### src/kvt_pkg.sv
`default_nettype none
// ----------------------------------------------------------------------------
// kvt_pkg
// Shared types and constants for the key/value table core.
// ----------------------------------------------------------------------------
package kvt_pkg;

    localparam int KVT_CAPACITY = 64;
    localparam int KEY_W        = 32;
    localparam int VAL_W        = 32;
    localparam int TOTAL_W      = 7;

    typedef enum logic [1:0] {
        KIND_INSERT = 2'd0,
        KIND_LOOKUP = 2'd1,
        KIND_REMOVE = 2'd2,
        KIND_CLEAR  = 2'd3
    } kvt_kind_t;

    typedef enum logic [1:0] {
        STATUS_OK      = 2'd0,
        STATUS_FULL    = 2'd1,
        STATUS_MISSING = 2'd2
    } kvt_status_t;

    typedef struct packed {
        kvt_kind_t         kind;
        logic [KEY_W-1:0]  key;
        logic [VAL_W-1:0]  value;
    } kvt_cmd_t;

    typedef struct packed {
        logic compare;
        logic apply;
        logic hit;
        logic full;
    } kvt_ctrl_t;

endpackage
`default_nettype wire

### src/kvt_cell.sv
`default_nettype none
// ----------------------------------------------------------------------------
// kvt_cell
// One table slot: holds a key/value pair, compares it against the command key
// and takes its right neighbor's pair when it or an earlier slot is removed.
// ----------------------------------------------------------------------------
module kvt_cell
    import kvt_pkg::*;
#(
    parameter int CNT_W = 7,
    parameter int INDEX = 0
) (
    input  wire logic             aclk,
    input  wire kvt_cmd_t         cmd,
    input  wire kvt_ctrl_t        ctrl,
    input  wire logic [CNT_W-1:0] count,
    input  wire logic [KEY_W-1:0] next_key,
    input  wire logic [VAL_W-1:0] next_value,
    input  wire logic             shift_in,
    output logic                  shift_out,
    output logic                  match,
    output logic [KEY_W-1:0]      key,
    output logic [VAL_W-1:0]      value
);

    localparam logic [CNT_W-1:0] IDX = CNT_W'(INDEX);

    logic [KEY_W-1:0] key_reg;
    logic [VAL_W-1:0] value_reg;
    logic             match_reg;
    logic             occupied;
    logic             is_tail;

    assign occupied  = IDX < count;
    assign is_tail   = IDX == count;
    assign shift_out = shift_in | match_reg;
    assign match     = match_reg;
    assign key       = key_reg;
    assign value     = value_reg;

    always_ff @(posedge aclk) begin
        if (ctrl.compare) begin
            match_reg <= occupied && (key_reg == cmd.key);
        end
        if (ctrl.apply) begin
            case (cmd.kind)
                KIND_INSERT: begin
                    if (ctrl.hit && match_reg) begin
                        value_reg <= cmd.value;
                    end else if (!ctrl.hit && !ctrl.full && is_tail) begin
                        key_reg   <= cmd.key;
                        value_reg <= cmd.value;
                    end
                end
                KIND_REMOVE: begin
                    if (ctrl.hit && shift_out) begin
                        key_reg   <= next_key;
                        value_reg <= next_value;
                    end
                end
                default: begin
                end
            endcase
        end
    end

endmodule
`default_nettype wire
### config.mk
export PLATFORM = sky130hd
export DESIGN_NAME = kvt_cell
export DESIGN_NICKNAME = d
export VERILOG_FILES = /design/src/kvt_pkg.sv /design/src/kvt_cell.sv
export SDC_FILE = /design/constraint.sdc
export NUM_CORES = 1
export LEC_CHECK = 0
export ABC_CLOCK_PERIOD_IN_PS = 2750
export BUFFER_PORTS_ARGS = -buffer_cell sky130_fd_sc_hd__buf_2
export CAP_MARGIN = 10
export CORE_ASPECT_RATIO = 1.75
export CORE_MARGIN = 2
export CORE_UTILIZATION = 43
export CTS_BUF_LIST = sky130_fd_sc_hd__clkbuf_2 sky130_fd_sc_hd__clkbuf_4 sky130_fd_sc_hd__clkbuf_8
export DETAILED_ROUTE_END_ITERATION = 12
export GPL_TIMING_DRIVEN = 0
export HOLD_SLACK_MARGIN = 0.1
export PLACE_DENSITY = 0.86
export SETUP_SLACK_MARGIN = 0.15
export SYNTH_ARGS = -nofsm -noshare
export SYNTH_HDL_FRONTEND = slang
export SYNTH_SLANG_ARGS = --single-unit
### constraint.sdc
create_clock -name aclk -period 2.75 [get_ports aclk]
set_input_delay 0.275 -clock aclk [delete_from_list [all_inputs] [get_ports aclk]]
set_output_delay 0.275 -clock aclk [all_outputs]
set_load 0.05 [all_outputs]
==> reports/metrics.cfg, run 1 <==
[floorplan]
start_util=0.439
core-area_um2=7180
dieHeight_um=117
die_area_um2=8050
rows=41
die_w_um=68.7
ios=209

[placed_design]
gp_congestion=0.822
port_buffers=208
hpwl_um=6690
dp_slack_ns=0.195
placed_area_um2=4350

[timing]
fin_ws_ns=0.568
report.final.slew_viol_count=0
worst_pin_slew_ns=0.775
fin_crit_sh=0.793
finalHoldViolations=0
rsz0062_at_grt=false
fin_crit_ns=2.18
final-setup-viol-count=0
fin_worst_skew_ns=0.00491
max_freq_mhz=458
relSlewSlack=0.483

[clocking]
clockRootBuffer=clkbuf_8
cts_tree=built
path_clk_slew_ns=0.06
ctsHoldBuffers=0
h-tree-depth=3
numCtsBuffers=9
cts.sinks=65
post_cts_buffers=0
worstSkewPairLatency_ns=0.34
ctsResizeCount=0
clockBufferDepth=2

[detailed_routing]
wl_per_cell_um=16.1
drc_errors=0
drtIter0Drc=78
via_per_inst=4.89
postRouteAntennaNets=0
num_vias=2451
first_pass_iters=4
wl_um=8070

[yosys]
yosys-top-cells-area=edfxtp_1 62%, mux2_2 16%, xor2_1 7.8%, mux2_1 7.1%, nor4_1 1.6%
yosysTopAreaCellShare=0.620
netlist_area_um2=3150
ys_ff_latch=65
ys_async_sr_fraction=0
yosys_warnings=0
synthTopCellsByCount=65 x edfxtp_1, 44 x mux2_2, 28 x xor2_1
syn_nets=333
synth_flop_cell=edfxtp_1
ys_seq_area_frac=0.620
synth_most_common_cell=edfxtp_1
synthCells=190
yosys.area.top_type=edfxtp_1
synth-edff-count=65
synth_cell_type_count=19
syn_area_per_cell_um2=16.6

[worst_setup_path]
worstSetupPathType=in -> reg
worstPathArrival_ns=2.23
worst-r2r-setup-slack_ns=0.82
required_ns=2.80
rr_worst_depth=5
worstPathMaxFanout=18
timing.rr.start=match$_DFFE_PP_
cp-end-kind=flop
r2r_end=value[20]$_DFFE_PP_
startpoint_type=input pin

[power_and_ir_drop]
vdd_ir_drop_max_uv=378
power_density_nw_per_um2=494
power_mw=2.23
p_leak_nw=1.96

[cells_and_area]
drive_gt1_frac=0.672
area_growth_pct=43.4
finalInstanceArea_um2=4520
antenna_cells=0
area.sequential_um2=1950
multi_input_area_um2=1160
finish.utilization=0.629
nNetsFinal=554
fill_cells=580

[global_route]
grt_pass1_wl_um=11600
grtUsageMet1=0.187
grt_util_all_layers=0.204
antenna_found_initial=0
grt_start_max_net_pins=23
grt_pass1_vias=2545
overflow=0
busiest_layer=met2
met2_usage=0.392
met3_usage=0.0621

[min_path]
hold_depth=1
hp-start=ctrl[3]
whs_endpoint=match$_DFFE_PP_
hp-class=in -> reg

[status]
status=completed

[flow_run]
drv_cap=0

-- stage by stage --
step           TNS [ns]  instances  hold slack [ns]
2_1_floorplan         0        190            0.387
3_3_place_gp      -2.08        484            0.494
3_5_place_dp          0        486            0.492
4_1_cts               0        501            0.122
5_1_grt               0        501            0.136
6_report              0        501            0.139
-- area by class of cell --
cell class              count  share of cell area
plain buffers               7             0.00775
clock buffers              14              0.0357
clock inverters             1            0.000831
multi-input cells         118               0.257
flip-flops and latches     65               0.432
well taps                  86              0.0238
repair buffers            210               0.243
-- cell families after synthesis --
logic type,after synthesis,share of synthesized area
flops,65,0.620
mux,64,0.229
xor+xnor,32,0.0890
simple gates,18,0.0429
buf+inv,7,0.0111
compound gates,4,0.00874
-- worst max path at each step --
stage,from,to,depth (start not counted)
floorplan,match$_DFFE_PP_,value[0]$_DFFE_PP_,4
global placement,count[4],value[30]$_DFFE_PP_,5
detailed placement,count[4],value[30]$_DFFE_PP_,6
CTS,count[4],value[22]$_DFFE_PP_,6
global route,count[4],value[25]$_DFFE_PP_,6
finish,count[4],value[20]$_DFFE_PP_,6
-- critical path: stages --
cell and delay [ns]:
buf_2 0.10, or4_4 0.53, nor4_4 0.16, nor3b_2 0.25
o21a_1 0.67, buf_16 0.24
-- layout by cell type, fill, tap and decap left out --
master	n
a21oi_1	1
edfxtp_1	65
xor2_1	28
clkbuf_8	9
or4_4	1
mux2_2	44
nor2b_1	1
a21o_1	1
nor4_1	8
nand2_1	1
clkbuf_4	5
or2_2	1
xnor2_1	4
clkinv_1	1
nor3b_2	1
o21a_1	2
nor4_4	1
mux2_1	20
nand3_1	1
buf_16	2
buf_2	215
nand4_1	2
nand2b_1	1
-- layer usage --
layer | share of wire | wire [um]
met2 | 0.58 | 4660
met5 | 0 | 0
met4 | 0.021 | 167
met1 | 0.32 | 2560
met3 | 0.085 | 684
-- where the power goes --
part / internal (mW) / switching [mW] / total (mW) / leakage, nW
registers: 1.13 / 0.0104 / 1.14 / 0.595
logic: 0.176 / 0.210 / 0.387 / 1.28
clock network: 0.370 / 0.332 / 0.703 / 0.0893
total: 1.68 / 0.553 / 2.23 / 1.96
Power figures use the tool's default switching activity.
==> inputs of run 2 (changes only) <==
--- a/config.mk
+++ b/config.mk
@@ -5,17 +5,18 @@
 export SDC_FILE = /design/constraint.sdc
 export NUM_CORES = 1
 export LEC_CHECK = 0
-export ABC_CLOCK_PERIOD_IN_PS = 2750
+export ABC_AREA = 1
+export ABC_CLOCK_PERIOD_IN_PS = 2050
 export BUFFER_PORTS_ARGS = -buffer_cell sky130_fd_sc_hd__buf_2
 export CAP_MARGIN = 10
 export CORE_ASPECT_RATIO = 1.75
 export CORE_MARGIN = 2
-export CORE_UTILIZATION = 43
+export CORE_UTILIZATION = 45
 export CTS_BUF_LIST = sky130_fd_sc_hd__clkbuf_2 sky130_fd_sc_hd__clkbuf_4 sky130_fd_sc_hd__clkbuf_8
 export DETAILED_ROUTE_END_ITERATION = 12
 export GPL_TIMING_DRIVEN = 0
 export HOLD_SLACK_MARGIN = 0.1
-export PLACE_DENSITY = 0.86
+export PLACE_DENSITY = 0.87
 export SETUP_SLACK_MARGIN = 0.15
 export SYNTH_ARGS = -nofsm -noshare
 export SYNTH_HDL_FRONTEND = slang
==> constraint.sdc (replaced) <==
create_clock -name aclk -period 2.05 [get_ports aclk]
set_input_delay 0.205 -clock aclk [delete_from_list [all_inputs] [get_ports aclk]]
set_output_delay 0.205 -clock aclk [all_outputs]
set_load 0.05 [all_outputs]
==> run 2 against run 1 <==
Net effect: non-clock buffer count grew 3; power is 41% higher; register-to-register slack worse by 0.50 ns; final cell count grew 25%; flip-flop and latch count stayed put; clock power rose by 42%; count of clock-buffer cells in the layout down 5; largest cell class unchanged; highest routed layer unchanged.
==> reports/metrics.cfg, run 2 <==
[status]
status=completed

[yosys]
synthTopCellsByCount=69 x nand2_1, 65 x edfxtp_1, 40 x inv_1
ys_ff_latch=65  ; unchanged
yosys-top-cells-area=edfxtp_1 56%, mux2_4 13%, nand2_1 7.4%, mux2_2 4.5%, inv_1 4.3%
syn_nets=454  ; +36%
netlist_area_um2=3480  ; +10%
synth_flop_cell=edfxtp_1
synth-edff-count=65  ; unchanged
ys_seq_area_frac=0.561  ; -0.0584
ys_async_sr_fraction=0  ; unchanged
synth_most_common_cell=nand2_1
yosysTopAreaCellShare=0.561  ; -0.0584
synth_cell_type_count=15  ; -4
yosys.area.top_type=edfxtp_1
yosys_warnings=0  ; unchanged
synthCells=311  ; +64%
syn_area_per_cell_um2=11.2  ; -33%

[timing]
fin_crit_sh=0.843
relSlewSlack=0.711  ; +0.227
fin_crit_ns=1.73
final-setup-viol-count=0  ; unchanged
report.final.slew_viol_count=0  ; unchanged
rsz0062_at_grt=false
fin_worst_skew_ns=0.00547  ; +0.000560 ns
worst_pin_slew_ns=0.434  ; -0.342 ns
finalHoldViolations=0  ; unchanged
fin_ws_ns=0.321  ; -0.247 ns
max_freq_mhz=578

[worst_setup_path]
worstPathMaxFanout=32  ; +14
worst-r2r-setup-slack_ns=0.32  ; -0.50 ns
r2r_end=value[20]$_DFFE_PP_
startpoint_type=flop
crit_start=match$_DFFE_PP_
cp-end-kind=flop
rr_worst_depth=7  ; +2
worstPathArrival_ns=1.73  ; -0.50 ns
timing.rr.start=match$_DFFE_PP_
worstSetupPathType=reg -> reg
required_ns=2.05  ; -0.75 ns

[clocking]
numCtsBuffers=9  ; unchanged
clockRootBuffer=clkbuf_8
h-tree-depth=3  ; unchanged
path_clk_slew_ns=0.07  ; about the same
clockBufferDepth=2  ; unchanged
cts_tree=built
cts.sinks=65  ; unchanged
worstSkewPairLatency_ns=0.33  ; about the same

[detailed_routing]
via_per_inst=4.83  ; -1.3%
drtIter0Drc=132  ; +69%
num_vias=3024  ; +23%
wl_um=9170  ; +14%
postRouteAntennaNets=0  ; unchanged
drc_errors=0  ; unchanged
wl_per_cell_um=14.6  ; -9.1%
first_pass_iters=4  ; unchanged

[floorplan]
die_w_um=70.5  ; +2.6%
die_area_um2=8480  ; +5.2%
core-area_um2=7510  ; +4.6%
rows=42  ; +2.4%
start_util=0.463  ; +0.0242
ios=209  ; unchanged
dieHeight_um=120  ; +2.6%

[min_path]
hp-start=next_value[11]
hp-class=in -> reg
whs_endpoint=value[11]$_DFFE_PP_
hold_depth=2  ; +1

[placed_design]
hpwl_um=7400  ; +11%
placed_area_um2=4640  ; +6.6%
port_buffers=208  ; unchanged
gp_congestion=0.873  ; +6.1%
dp_slack_ns=-0.0528  ; -0.248 ns

[global_route]
grt_pass1_wl_um=14000  ; +21%
grt_pass1_vias=3210  ; +26%
antenna_found_initial=0  ; unchanged
grt_start_max_net_pins=33  ; +43%
grt_util_all_layers=0.217  ; +0.0129
overflow=0  ; unchanged

[cells_and_area]
nNetsFinal=677  ; +22%
final_cell_mix=211 x buf_2, 67 x nand2_1, 65 x edfxtp_1
area_growth_pct=40.2
antenna_cells=0  ; unchanged
drive_gt1_frac=0.522  ; -0.150
layout_commonest_cell=buf_2
finalInstanceArea_um2=4880  ; +7.9%

[power_and_ir_drop]
power_mw=3.15  ; +41%
vdd_ir_drop_max_uv=444  ; +17%
p_leak_nw=2.44  ; +24%
power_density_nw_per_um2=645  ; +31%

[flow_run]
drv_cap=0  ; unchanged

-- run 2: changes by cell type in the layout (fill, tap and decap cells not counted), moves of 7 or more --
cell     before  now
nor2_1        0   39
mux2_4        0   31
xor2_1       28    0
xnor2_1       4   11
a21oi_1       1   19
mux2_2       44   14
inv_1         0   39
nand2_1       1   67
nor4_1        8    0
mux2_1       20    0
-- run 2: per-stage QoR --
step	hold WS [ns]	TNS, ns	instances	utilization
2_1_floorplan	0.317	-4.42	311	-
3_3_place_gp	0.405	-0.504	607	0.618
3_5_place_dp	0.405	-1.62	607	0.618
4_1_cts	0.148	0	624	0.644
5_1_grt	0.145	0	626	0.649
6_report	0.169	0	626	0.649
-- run 2: cell type report --
type                    count  area [um^2]
fillers                   595         2640
flip-flops and latches     65         1950
multi-input cells         197         1310
repair buffers            211         1090
inverters                  40          154
clock buffers               9          124
well taps                  88          110
plain buffers               9         82.6
clock inverters             6         50.0
repair inverters            1         7.51
-- run 2: where the power goes --
group          internal [mW]  switching [mW]
logic                  0.276           0.335
registers               1.52          0.0159
clock network          0.536           0.460
-- run 2: routing by layer --
metal / share of wire / global-route usage / vias to the layer above
met2: 0.56 / 0.410 / 159
met5: 0 / 0 / -
met1: 0.33 / 0.208 / 1365
li1: - / - / 1475
met3: 0.076 / 0.0567 / 25
met4: 0.033 / 0.114 / 0
-- run 2: worst max-delay path by stage --
stage | cells after the start | slack (ns) | to
floorplan | 7 | -0.09 | key[0]$_DFFE_PP_
global placement | 7 | -0.02 | key[3]$_DFFE_PP_
detailed placement | 7 | -0.05 | key[23]$_DFFE_PP_
CTS | 7 | 0.13 | key[2]$_DFFE_PP_
global route | 7 | 0.20 | value[20]$_DFFE_PP_
finish | 7 | 0.32 | value[20]$_DFFE_PP_
-- run 2: kinds of logic (layout without fill, tap and decap cells) --
logic type / after synthesis / count (layout) / synth area share
XOR/XNOR: 11 / 11 / 0.0277
AO/OA/AOI/OAI: 24 / 24 / 0.0345
buffers and inverters: 49 / 276 / 0.0669
flip-flops: 65 / 65 / 0.561
AND/OR/NAND/NOR: 117 / 117 / 0.131
multiplexers: 45 / 45 / 0.179
-- run 2: worst max-delay path, cell delays in order (launching register included) --
cell,delay (ns)
edfxtp_1,0.43
or2_4,0.28
nand2_1,0.06
nand2_1,0.05
nand3_1,0.06
inv_1,0.06
nand2_2,0.16
nand2_4,0.28
-- run 2: repair_timing --
item / CTS / global route
resized for setup: 2 / 0
buffers inserted: 0 / 2
endpoints found under the hold margin: 1 / 0
endpoints found under the setup margin: 64 / 32
gates cloned: 1 / 0
hold buffers: 1 / 0
